==> config.mk <==
export PLATFORM = sky130hd
export DESIGN_NAME = timed_event_queue
export DESIGN_NICKNAME = d
export VERILOG_FILES = /design/src/sv/tev_pkg.sv /design/src/sv/tev_mem.sv /design/src/sv/tev_order.sv /design/src/sv/timed_event_queue.sv
export SDC_FILE = /design/constraint.sdc
export NUM_CORES = 2
export LEC_CHECK = 0
export ABC_CLOCK_PERIOD_IN_PS = 44200
export BUFFER_PORTS_ARGS = -buffer_cell sky130_fd_sc_hd__buf_2
export CORE_MARGIN = 3
export CORE_UTILIZATION = 40
export DETAILED_ROUTE_END_ITERATION = 6
export SLEW_MARGIN = 20
export SYNTH_ARGS = -nofsm -noshare
export SYNTH_HDL_FRONTEND = slang
export SYNTH_SLANG_ARGS = --single-unit
==> constraint.sdc <==
create_clock -name clk_i -period 44.2 [get_ports clk_i]
set_input_delay 8.84 -clock clk_i [delete_from_list [all_inputs] [get_ports clk_i]]
set_output_delay 8.84 -clock clk_i [all_outputs]
set_load 0.005 [all_outputs]
==> src/sv/tev_pkg.sv <==
// Shared types and constants of the timed event queue.
package tev_pkg;

  localparam int unsigned QUEUE_DEPTH_DEF = 16;
  localparam int unsigned TIME_BITS_DEF   = 48;
  localparam int unsigned TIME_PORT_W     = 48;
  localparam int unsigned MAX_RESULTS     = 16;
  localparam int unsigned LIMIT_W         = 5;
  localparam int unsigned NFIRE_W         = $clog2(MAX_RESULTS + 1);

  typedef enum logic [1:0] {
    CMD_INSERT  = 2'd0,
    CMD_REMOVE  = 2'd1,
    CMD_EXECUTE = 2'd2,
    CMD_SERVICE = 2'd3
  } cmd_e;

  typedef enum logic [2:0] {
    ST_QUEUED    = 3'd0,
    ST_NOT_FOUND = 3'd1,
    ST_FULL      = 3'd2,
    ST_NONE_DUE  = 3'd3,
    ST_FIRED     = 3'd4
  } status_e;

  // Stored payload of one event, time kept apart.
  typedef struct packed {
    logic [31:0] ident;
    logic [2:0]  kind;
    logic [15:0] target;
    logic [15:0] size;
    logic [31:0] value;
  } payload_t;

  // Update of the order row.
  typedef struct packed {
    logic ins;
    logic del;
  } ord_op_t;

endpackage

==> src/sv/tev_mem.sv <==
// Slot memory of the timed event queue: due times and payloads.
module tev_mem #(
  parameter int unsigned DEPTH = tev_pkg::QUEUE_DEPTH_DEF,
  parameter int unsigned TW    = tev_pkg::TIME_BITS_DEF,
  localparam int unsigned IW   = $clog2(DEPTH)
) (
  input  logic              clk_i,
  input  logic              we_i,
  input  logic [IW-1:0]     waddr_i,
  input  logic [TW-1:0]     wtime_i,
  input  tev_pkg::payload_t wpay_i,
  input  logic              re_i,
  input  logic [IW-1:0]     raddr_i,
  output logic [TW-1:0]     rtime_o,
  output tev_pkg::payload_t rpay_o
);
  import tev_pkg::*;

  logic [TW-1:0] mem_time [DEPTH];
  payload_t      mem_pay  [DEPTH];

  always_ff @(posedge clk_i) begin
    if (we_i) begin
      mem_time[waddr_i] <= wtime_i;
      mem_pay[waddr_i]  <= wpay_i;
    end
  end

  // Read data holds until the next read.
  always_ff @(posedge clk_i) begin
    if (re_i) begin
      rtime_o <= mem_time[raddr_i];
      rpay_o  <= mem_pay[raddr_i];
    end
  end

endmodule

==> src/sv/tev_order.sv <==
// Order row: queue position to memory slot, free slots at the tail.
module tev_order #(
  parameter int unsigned DEPTH = tev_pkg::QUEUE_DEPTH_DEF,
  localparam int unsigned IW   = $clog2(DEPTH)
) (
  input  logic             clk_i,
  input  logic             rst_ni,
  input  tev_pkg::ord_op_t op_i,
  input  logic [IW-1:0]    pos_i,
  input  logic [IW-1:0]    gone_i,
  input  logic [IW-1:0]    idx_i,
  output logic [IW-1:0]    slot_o,
  output logic [IW-1:0]    free_o
);
  import tev_pkg::*;

  logic [IW-1:0] ord_q [DEPTH];
  logic [IW-1:0] ord_d [DEPTH];

  always_comb begin
    for (int i = 0; i < DEPTH; i++) begin
      ord_d[i] = ord_q[i];
      if (op_i.ins && (IW'(i) > pos_i) && (i > 0)) begin
        ord_d[i] = ord_q[(i > 0) ? i - 1 : 0];
      end else if (op_i.ins && (IW'(i) == pos_i)) begin
        ord_d[i] = ord_q[DEPTH-1];
      end else if (op_i.del && (i == DEPTH - 1)) begin
        ord_d[i] = gone_i;
      end else if (op_i.del && (IW'(i) >= pos_i) && (i < DEPTH - 1)) begin
        ord_d[i] = ord_q[(i < DEPTH - 1) ? i + 1 : i];
      end
    end
  end

  always_ff @(posedge clk_i or negedge rst_ni) begin
    if (!rst_ni) begin
      for (int i = 0; i < DEPTH; i++) ord_q[i] <= IW'(i);
    end else begin
      for (int i = 0; i < DEPTH; i++) ord_q[i] <= ord_d[i];
    end
  end

  assign slot_o = ord_q[idx_i];
  assign free_o = ord_q[DEPTH-1];

endmodule

==> src/sv/timed_event_queue.sv <==
// Top level of the timed event queue: command sequencer and result register.
//
//  channel | direction | handshake               | beat
//  in      | in        | in_valid_i / in_stall_o | one command
//  out     | out       | out_valid_o/out_stall_i | one result
//  cfg     | in        | cfg_we_i                | max_events_limit
//
// A command walks the queue in order; each entry looked at takes a read step
// and a test step (read the slot memory, test the data), and the registered
// read of the slot memory sets that pace.
// Service fires one entry per visit; each result waits for the output slot.
// Reset empties the queue at once (order row reset, count zero); no clearing.
// Input is stalled from acceptance until the final result is in the output
// register; the output register holds while out_stall_i is high.
module timed_event_queue #(
  parameter int unsigned QUEUE_DEPTH = tev_pkg::QUEUE_DEPTH_DEF,
  parameter int unsigned TIME_BITS   = tev_pkg::TIME_BITS_DEF
) (
  input  logic        clk_i,
  input  logic        rst_ni,
  input  logic        cfg_we_i,
  input  logic [4:0]  cfg_wdata_i,
  input  logic        in_valid_i,
  output logic        in_stall_o,
  input  logic [1:0]  command_i,
  input  logic [47:0] time_value_i,
  input  logic [31:0] event_id_i,
  input  logic [2:0]  action_kind_i,
  input  logic [15:0] target_handle_i,
  input  logic [15:0] bitmap_size_i,
  input  logic signed [31:0] action_value_i,
  output logic        out_valid_o,
  input  logic        out_stall_i,
  output logic [2:0]  status_o,
  output logic [31:0] result_id_o,
  output logic [2:0]  fired_kind_o,
  output logic [15:0] fired_target_o,
  output logic [15:0] fired_size_o,
  output logic signed [31:0] fired_value_o,
  output logic [47:0] fire_time_o,
  output logic        last_result_o
);
  import tev_pkg::*;

  localparam int unsigned IW = $clog2(QUEUE_DEPTH);
  localparam int unsigned CW = $clog2(QUEUE_DEPTH + 1);
  localparam int unsigned TW = TIME_BITS;

  typedef enum logic [3:0] {
    S_IDLE = 4'b0001,
    S_READ = 4'b0010,
    S_TEST = 4'b0100,
    S_END  = 4'b1000
  } state_e;

  state_e state_q, state_d;

  // Command registers.
  cmd_e          cmd_q;
  logic [TW-1:0] t_q;
  payload_t      pay_q;
  logic [CW-1:0] idx_q, idx_d;
  logic [IW-1:0] slot_q, slot_d;
  logic          found_q, found_d, full_q, full_d;
  logic [NFIRE_W-1:0] nfire_q, nfire_d;

  // Held fired event, sent once the next one is known.
  logic     hold_vld_q, hold_vld_d;
  payload_t hold_q, hold_d;

  // Queue state.
  logic [CW-1:0]      count_q, count_d;
  logic [31:0]        next_id_q, next_id_d;
  logic [LIMIT_W-1:0] limit_q;

  // Output register.
  logic        out_vld_q, out_vld_d;
  logic [2:0]  o_status_q, o_status_d;
  payload_t    o_pay_q, o_pay_d;
  logic [47:0] o_time_q, o_time_d;
  logic        o_last_q, o_last_d;
  logic        out_free, load;

  logic [TW-1:0] t_in, rtime;
  logic [47:0]   t_out;
  payload_t      rpay, wpay;
  logic [IW-1:0] ord_slot, ord_free;
  ord_op_t       ord_op;
  logic          mem_re, mem_we, accept, full_now;
  int unsigned   lim_eff;

  // Widen or cut the time field to TIME_BITS and back.
  always_comb begin
    for (int b = 0; b < TW; b++) t_in[b] = (b < 48) ? time_value_i[b] : 1'b0;
    for (int b = 0; b < 48; b++) t_out[b] = (b < TW) ? t_q[b] : 1'b0;
  end

  assign lim_eff  = (limit_q == '0 || int'(limit_q) > QUEUE_DEPTH) ?
                    QUEUE_DEPTH : int'(limit_q);
  assign full_now = int'(count_q) >= lim_eff;
  assign accept   = in_valid_i && !in_stall_o;
  assign in_stall_o = (state_q != S_IDLE);
  assign out_free = !out_vld_q || !out_stall_i;

  // A new event is stored under the identifier it is given, not the search id.
  assign wpay = '{ident: next_id_q, kind: pay_q.kind, target: pay_q.target,
                  size: pay_q.size, value: pay_q.value};

  tev_order #(.DEPTH(QUEUE_DEPTH)) u_order (
    .clk_i  (clk_i),
    .rst_ni (rst_ni),
    .op_i   (ord_op),
    .pos_i  (idx_q[IW-1:0]),
    .gone_i (slot_q),
    .idx_i  (idx_q[IW-1:0]),
    .slot_o (ord_slot),
    .free_o (ord_free)
  );

  tev_mem #(.DEPTH(QUEUE_DEPTH), .TW(TW)) u_mem (
    .clk_i   (clk_i),
    .we_i    (mem_we),
    .waddr_i (ord_free),
    .wtime_i (t_q),
    .wpay_i  (wpay),
    .re_i    (mem_re),
    .raddr_i (ord_slot),
    .rtime_o (rtime),
    .rpay_o  (rpay)
  );

  always_comb begin
    state_d    = state_q;
    idx_d      = idx_q;
    slot_d     = slot_q;
    found_d    = found_q;
    full_d     = full_q;
    nfire_d    = nfire_q;
    hold_vld_d = hold_vld_q;
    hold_d     = hold_q;
    count_d    = count_q;
    next_id_d  = next_id_q;
    ord_op     = '0;
    mem_re     = 1'b0;
    mem_we     = 1'b0;
    load       = 1'b0;
    o_status_d = ST_QUEUED;
    o_pay_d    = '0;
    o_time_d   = '0;
    o_last_d   = 1'b1;

    unique case (state_q)
      S_IDLE: begin
        if (accept) begin
          idx_d      = '0;
          found_d    = 1'b0;
          nfire_d    = '0;
          hold_vld_d = 1'b0;
          full_d     = (cmd_e'(command_i) == CMD_INSERT) && full_now;
          state_d    = full_d ? S_END : S_READ;
        end
      end
      S_READ: begin
        // Stop at the end of the queue or when service hit its result cap.
        if (idx_q == count_q ||
            (cmd_q == CMD_SERVICE && int'(nfire_q) == MAX_RESULTS)) begin
          state_d = S_END;
        end else begin
          mem_re  = 1'b1;
          slot_d  = ord_slot;
          state_d = S_TEST;
        end
      end
      S_TEST: begin
        unique case (cmd_q)
          CMD_INSERT: begin
            if (rtime >= t_q) state_d = S_END;
            else begin
              idx_d   = idx_q + CW'(1);
              state_d = S_READ;
            end
          end
          CMD_REMOVE, CMD_EXECUTE: begin
            if (rpay.ident == pay_q.ident) begin
              found_d = 1'b1;
              state_d = S_END;
            end else begin
              idx_d   = idx_q + CW'(1);
              state_d = S_READ;
            end
          end
          default: begin
            if (rtime > t_q) state_d = S_END;
            else if (!hold_vld_q || out_free) begin
              // Send the held event, hold this one, drop it from the head.
              if (hold_vld_q) begin
                load       = 1'b1;
                o_status_d = ST_FIRED;
                o_pay_d    = hold_q;
                o_time_d   = t_out;
                o_last_d   = 1'b0;
              end
              hold_vld_d = 1'b1;
              hold_d     = rpay;
              nfire_d    = nfire_q + NFIRE_W'(1);
              ord_op.del = 1'b1;
              count_d    = count_q - CW'(1);
              state_d    = S_READ;
            end
          end
        endcase
      end
      S_END: begin
        if (out_free) begin
          load    = 1'b1;
          state_d = S_IDLE;
          unique case (cmd_q)
            CMD_INSERT: begin
              if (full_q) o_status_d = ST_FULL;
              else begin
                mem_we        = 1'b1;
                ord_op.ins    = 1'b1;
                count_d       = count_q + CW'(1);
                next_id_d     = next_id_q + 32'd1;
                o_status_d    = ST_QUEUED;
                o_pay_d.ident = next_id_q;
              end
            end
            CMD_REMOVE, CMD_EXECUTE: begin
              if (!found_q) o_status_d = ST_NOT_FOUND;
              else begin
                ord_op.del = 1'b1;
                count_d    = count_q - CW'(1);
                if (cmd_q == CMD_EXECUTE) begin
                  o_status_d = ST_FIRED;
                  o_pay_d    = rpay;
                end else begin
                  o_status_d    = ST_QUEUED;
                  o_pay_d.ident = rpay.ident;
                end
              end
            end
            default: begin
              if (hold_vld_q) begin
                o_status_d = ST_FIRED;
                o_pay_d    = hold_q;
                o_time_d   = t_out;
              end else begin
                o_status_d = ST_NONE_DUE;
              end
              hold_vld_d = 1'b0;
            end
          endcase
        end
      end
      default: state_d = S_IDLE;
    endcase

    out_vld_d = load || (out_vld_q && out_stall_i);
  end

  always_ff @(posedge clk_i or negedge rst_ni) begin
    if (!rst_ni) begin
      state_q    <= S_IDLE;
      idx_q      <= '0;
      found_q    <= 1'b0;
      full_q     <= 1'b0;
      nfire_q    <= '0;
      hold_vld_q <= 1'b0;
      count_q    <= '0;
      next_id_q  <= 32'd1;
      limit_q    <= '0;
      out_vld_q  <= 1'b0;
    end else begin
      state_q    <= state_d;
      idx_q      <= idx_d;
      found_q    <= found_d;
      full_q     <= full_d;
      nfire_q    <= nfire_d;
      hold_vld_q <= hold_vld_d;
      count_q    <= count_d;
      next_id_q  <= next_id_d;
      out_vld_q  <= out_vld_d;
      if (cfg_we_i) limit_q <= cfg_wdata_i;
    end
  end

  // Payload registers: capture the command, hold results while stalled.
  always_ff @(posedge clk_i) begin
    slot_q <= slot_d;
    hold_q <= hold_d;
    if (accept) begin
      cmd_q         <= cmd_e'(command_i);
      t_q           <= t_in;
      pay_q.ident   <= event_id_i;
      pay_q.kind    <= action_kind_i;
      pay_q.target  <= target_handle_i;
      pay_q.size    <= bitmap_size_i;
      pay_q.value   <= action_value_i;
    end
    if (load) begin
      o_status_q <= o_status_d;
      o_pay_q    <= o_pay_d;
      o_time_q   <= o_time_d;
      o_last_q   <= o_last_d;
    end
  end

  assign out_valid_o    = out_vld_q;
  assign status_o       = o_status_q;
  assign result_id_o    = o_pay_q.ident;
  assign fired_kind_o   = o_pay_q.kind;
  assign fired_target_o = o_pay_q.target;
  assign fired_size_o   = o_pay_q.size;
  assign fired_value_o  = o_pay_q.value;
  assign fire_time_o    = o_time_q;
  assign last_result_o  = o_last_q;

`ifndef SYNTH
  a_count_bound: assert property (@(posedge clk_i) disable iff (!rst_ni)
    int'(count_q) <= QUEUE_DEPTH)
    else $error("pending count beyond depth");

  a_idle_no_hold: assert property (@(posedge clk_i) disable iff (!rst_ni)
    state_q == S_IDLE |-> !hold_vld_q)
    else $error("held event left behind at idle");

  a_end_closes: assert property (@(posedge clk_i) disable iff (!rst_ni)
    (state_q == S_END && out_free) |=> (state_q == S_IDLE && out_vld_q && o_last_q))
    else $error("command closed without a final result");

  a_id_step: assert property (@(posedge clk_i) disable iff (!rst_ni)
    (next_id_q != $past(next_id_q)) |-> (out_vld_q && o_status_q == ST_QUEUED))
    else $error("identifier advanced without a queued insert");
`endif

endmodule

Word-level counts from Yosys, hierarchy flattened
Memories as Yosys holds them, arrays and structs flattened. A register that Yosys moved wholly into a read port is not among the register bits. Cells that the tools add are included.

Bits in registers: 527. Memory bits (writable): 2352. Output and inout bits: 153. Logic and storage cells: 374. Memories: 2.

$add $sub $neg: 5. Magnitude comparators: 35. Equality and inequality tests: 42. Mux-type cells: 140. Bitwise gates (word level): 7. Reductions and logical operators: 96.

Memories: u_mem.mem_pay (depth 16, bits a word 99, read ports 1, clocked after memory_dff 1, wr ports 1, RTL line tev_mem.sv:20) `payload_t mem_pay [DEPTH];`; u_mem.mem_time (depth 16, bits a word 48, read ports 1, clocked after memory_dff 1, wr ports 1, RTL line tev_mem.sv:19) `logic [TW-1:0] mem_time [DEPTH];`.

Operator list (count): two-way mux 99 bit (6); two-way mux 48 bit (6); two-way mux 4 bit (57); case mux 99 bit (2 select lines) (1); case mux 67 bit (2 select lines) (1); case mux 48 bit (2 select lines) (1); two-way mux 67 bit (1); two-way mux 5 bit (13); case mux 32 bit (2 select lines) (1); logical AND 1 bit (50); case mux 5 bit (2 select lines) (5); >= comparator 48 bit (1); greater-than comparator 48 bit (1); nonzero test 3 bit (15); adder 32 x 1 -> 32 bit, second input constant (1); == test 32 bit (1); == test 4 bit, first input constant (8); greater-than comparator 4 bit, first input constant (8); two-way mux 32 bit (1); >= comparator 4 bit, first input constant (7); two-way mux 1 bit (28); two-way mux 3 bit (8); binary-select mux 4 bit (select 4 bit) (1); == test 3 x 4 -> 1 bit, first input constant (4); 50 further kinds (99).

Logic depth before layout (Yosys ltp)
Depth after elaboration: 11. Mapped depth: 13. Mapped depth without buffers: 11.

Cells and area by module
Synthesis repeated with hierarchy kept, for this count alone.

Cells, all modules: 5713. Area total of the unflattened synthesis: 117217.4 sq um.

By module, submodules not included: tev_mem (times used 1, cells an instance 3846, area an instance 92715.2 sq um, seq. area each 75042.0 sq um); timed_event_queue (times used 1, cells an instance 1398, area an instance 20093.0 sq um, seq. area each 13605.5 sq um); tev_order (times used 1, cells an instance 469, area an instance 4409.2 sq um, seq. area each 1641.6 sq um).

Worst setup path after synthesis
No wires, ideal clock.

Path kind: input port to flip-flop. Start point: input port out_stall_i. End point: register o_time_q[0] (netlist: fire_time_o[0]) (enable). Library setup time: 884 ps. Arrival: 20050 ps. Data required time: 43316 ps. Setup slack: 23266 ps. Stages: 2. Path buffers: 0. Cell sequence: and2_1 -> o31ai_1.

Cells in the longest elaborated chain, start to end: 7. Elaborated cells on any way between the ends: 8. Those cells by class: 5 x mux; 3 x reduce/logical.

Ends and longest elaborated chain: from (decl) (RTL line timed_event_queue.sv:33) `input logic out_stall_i,`; logical NOT 1 bit * (RTL line timed_event_queue.sv:103) `assign out_free = !out_vld_q || !out_stall_i;`; logical OR 1 bit * (RTL line timed_event_queue.sv:103); logical OR 1 bit (RTL line timed_event_queue.sv:194) `else if (!hold_vld_q || out_free) begin`; two-way mux 1 bit (RTL line timed_event_queue.sv:194); two-way mux 1 bit (RTL line timed_event_queue.sv:193) `if (rtime > t_q) state_d = S_END;`; two-way mux 1 bit (RTL line timed_event_queue.sv:175) `unique case (cmd_q)`; case mux 1 bit (2 select lines) * (RTL line timed_event_queue.sv:152) `unique case (state_q)`; net load (RTL line timed_event_queue.sv:82) `logic out_free, load;`; to (signal assigned) (RTL line timed_event_queue.sv:304) `o_time_q <= o_time_d;`; to (decl) (RTL line timed_event_queue.sv:80) `logic [47:0] o_time_q, o_time_d;`.

The timed path passes the listed nets; every way through them passes the cells marked *. A chain may end at the register's enable or synchronous reset.

Worst setup path after layout
Start point: input port out_stall_i. End point: memory u_mem.mem_time[12][15] (netlist bit) (enable).

Cells in the longest elaborated chain, start to end: 6.

Ends and longest elaborated chain: logical NOT 1 bit (RTL line timed_event_queue.sv:103); logical OR 1 bit (RTL line timed_event_queue.sv:103); two-way mux 1 bit (RTL line timed_event_queue.sv:214) `if (out_free) begin`; two-way mux 1 bit (RTL line timed_event_queue.sv:152); two-way mux 1 bit (RTL line tev_mem.sv:23) `if (we_i) begin`; two-way mux 1 bit (implied by the code) (RTL line tev_mem.sv:24) `mem_time[waddr_i] <= wtime_i;`; to (decl) (RTL line tev_mem.sv:19).

Every way passes these cells.

==> results.tsv <==
metric	value	unit
largest area contributor in the netlist	edfxtp_1	
status	finished clean	
Avg Inst Size Synth	18.6	um^2
PortBufs	311	
Distinct cells, synth	70	
Lkg Pwr	41.1	nW
Crit. path cell count	7	
Pwr Density	46.8	nW/um^2
commonest non-fill, non-tap cells in the layout	2902 x edfxtp_1, 619 x nand2_1, 480 x mux4_2	
GP Congestion	0.816	
num rows	197	
Num CTS Buffers	316	
Die ar.	298000	um^2
Fin. Hold Viols	0	
worst-margin pin slew	1.14	ns
R2R depth	10	
gr usage total	0.200	
Die Width	546	um
Final Critical Period	12.41	ns
global-route wire length before repair	442	mm
io pins	312	
Critical R2R Launch	t_out[38]$_DFFE_PP_	
final setup violation count	0	
CTS tree	done	
Fillers	24130	
top cell type's share of synthesized area	0.747	
VDD IR-drop max	0.0308	mV
Critical Path RT	44.67	ns
Synth area leaders	edfxtp_1 75%, mux4_2 9.3%, a22oi_1 2.1%	
number of enable flip-flop cells after synthesis	2902	
clock buffer depth	4	
WHS	0.450	ns
HP Class	flip-flop to flip-flop	
# DRC	0	
vias in the first global route	62002	
WP buf/inv	3	
Seq/Total Area, Yosys	0.774	
Cell Chain, Critical Path	buf_2, nand2_1, and3_1, nand3_1, nor2_4, buf_4, buf_4	
Top FF cell, synth	edfxtp_1	
final clock skew	0.109	ns
Register Area	90300	um^2
layout cells sized above 1	0.217	
worst-skew pair later-pin latency	0.94	ns
Layout area overhead	14.1	%
CTS Hold Bufs	0	
post-DP HPWL	169	mm
nets	6885	
multi-input logic area	24800	um^2
Initial Utilization	0.403	
total wire length	305	mm
YS warnings	0	
nature of the critical path endpoint	flip-flop	
drt wl/cell	28.2	um
Post-CTS Setup Bufs	0	
Vias	61502	
total grt overflow	0	
critical path startpoint	out_stall_i	
CP top delay family	simple AND/OR/NAND/NOR gates	
RSZ-0062 raised after global routing	no	
r2r setup slk	37.47	ns
largest net degree at the start of global routing	178	
critical path's slowest cell	buf_4	
fmax	0.0806	GHz
post-synthesis net count	6496	
Slew Viols, Final	0	
die span in y	546	um
fin crit share	0.281	
Critical Path Sink	u_mem.mem_time[12][15]$_DFFE_PP_	
WS Path Type	input port to flip-flop	
synthesized cell area	117000	um^2
First DRT Iteration DRCs	6922	
commonest non-fill, non-tap cell in the layout	edfxtp_1	
clk root buf	clkbuf_16	
initial antenna violation count	28	
FFs w/ async S/R, synth	0.0410	
Post-DRT Antenna Nets	0	
synthesized instance count	6271	
DR vias/cell	5.69	
clk sinks	3026	
CTS H-Tree Depth	5	
Worst EP arrival	12.88	ns
Final TNS setup	0	ns
Worst path max stage delay	0.92	ns
max cap viols	0	
#FFs+latches synth	3026	
Max FO, Critical Path	55	
DR pass1 iterations	5	
Slew HR	0.232	
R2R Path End	fired_size_o[5]$_DFFE_PP_	
type of origin of the critical path	input port	
CORE AREA	289000	um^2
post-CTS sizing	0	
clock transition at the registers of the reported paths	0.06	ns
CP most frequent cell	buf_4	
## flip-flops by register name, indices dropped and copies added, names as in the netlist, 16 cells and up
name            cells
hold_q             99
u_mem.mem_pay    1584
u_mem.rtime_o      48
result_id_o        32
fired_size_o       16
fired_target_o     16
fired_value_o      32
u_order.ord_q      60
next_id_q          32
u_mem.mem_time    768
t_out              48
u_mem.rpay_o       99
fire_time_o        48
pay_q              99
## worst min path at each step
| stage | depth (start not counted) | start | slack (ns) | end |
|---|---|---|---|---|
| after CTS | 0 | u_mem.rpay_o[30]$_DFFE_PP_ | 0.44 | hold_q[30]$_DFFE_PP_ |
| after global routing | 0 | u_mem.rpay_o[30]$_DFFE_PP_ | 0.46 | hold_q[30]$_DFFE_PP_ |
| after floorplan | 0 | u_mem.rpay_o[0]$_DFFE_PP_ | 0.45 | hold_q[0]$_DFFE_PP_ |
| after global placement | 0 | u_mem.rpay_o[30]$_DFFE_PP_ | 0.46 | hold_q[30]$_DFFE_PP_ |
| after detailed placement | 0 | u_mem.rpay_o[30]$_DFFE_PP_ | 0.46 | hold_q[30]$_DFFE_PP_ |
| final | 0 | u_mem.rpay_o[65]$_DFFE_PP_ | 0.45 | hold_q[65]$_DFFE_PP_ |
## through the flow
stage,total power [mW],worst slack [ns],util,cell area (um^2),cells
floorplan,3.55,23.27,-,117000,6271
global placement,3.68,30.96,0.425,123000,10222
detailed placement,3.70,30.89,0.425,123000,10222
CTS,6.28,31.80,0.460,133000,10798
global route,6.43,31.52,0.460,133000,10799
finish,6.23,31.79,0.460,133000,10805
## power by group
| group | total, mW | switching, mW | internal, mW |
|---|---|---|---|
| Clock | 2.59 | 1.12 | 1.48 |
| Sequential | 3.45 | 0.151 | 3.30 |
| Combinational | 0.184 | 0.134 | 0.0502 |
## metal layers
layer	GRT usage	vias to the layer above	routed length [um]
met5	0	-	75
met2	0.315	2502	143000
met1	0.292	32545	132000
li1	-	26067	-
met3	0.0360	376	23000
met4	0.0468	12	6240
## synthesized netlist by cell type (3+ instances only)
cell,number
a21oi_1,371
a221o_1,5
a221oi_1,40
a22oi_1,326
a31oi_1,6
a32oi_1,69
and2_1,5
and3_1,10
and4_1,5
buf_1,49
buf_2,75
buf_4,5
clkbuf_1,223
dfrtp_1,90
dfstp_2,34
edfxtp_1,2902
ha_1,66
inv_1,74
mux2_2,71
mux2i_1,53
mux4_2,480
nand2_1,620
nand2b_1,9
nand3_1,140
nand3b_1,3
nand4_1,34
nor2_1,205
nor2b_1,5
nor3_1,44
nor3b_1,4
nor4_1,15
o211ai_1,5
o21ai_0,60
o21ai_1,6
o221ai_1,5
o22ai_1,42
or3_1,3
or4_1,3
xnor2_1,29
xor2_1,44
## cell type report
| class | count | area share |
|---|---|---|
| Inverter | 78 | 0.00243 |
| Clock buffer | 394 | 0.0620 |
| Multi-Input combinational cell | 2815 | 0.187 |
| Timing Repair Buffer | 423 | 0.0196 |
| Antenna cell | 7 | 0.000132 |
| Tap cell | 3880 | 0.0365 |
| Sequential cell | 3026 | 0.679 |
| Clock inverter | 182 | 0.0139 |
## cell families after synthesis
| family | after synthesis | synth area share |
|---|---|---|
| AO/OA/AOI/OAI | 956 | 0.0532 |
| XOR/XNOR | 73 | 0.00548 |
| adder cells (fa/ha/maj) | 66 | 0.00708 |
| buffers and inverters | 430 | 0.0148 |
| flip-flops | 3026 | 0.774 |
| multiplexers | 605 | 0.104 |
| AND/OR/NAND/NOR | 1115 | 0.0407 |
Note: power is estimated with default switching activity, not from simulation.
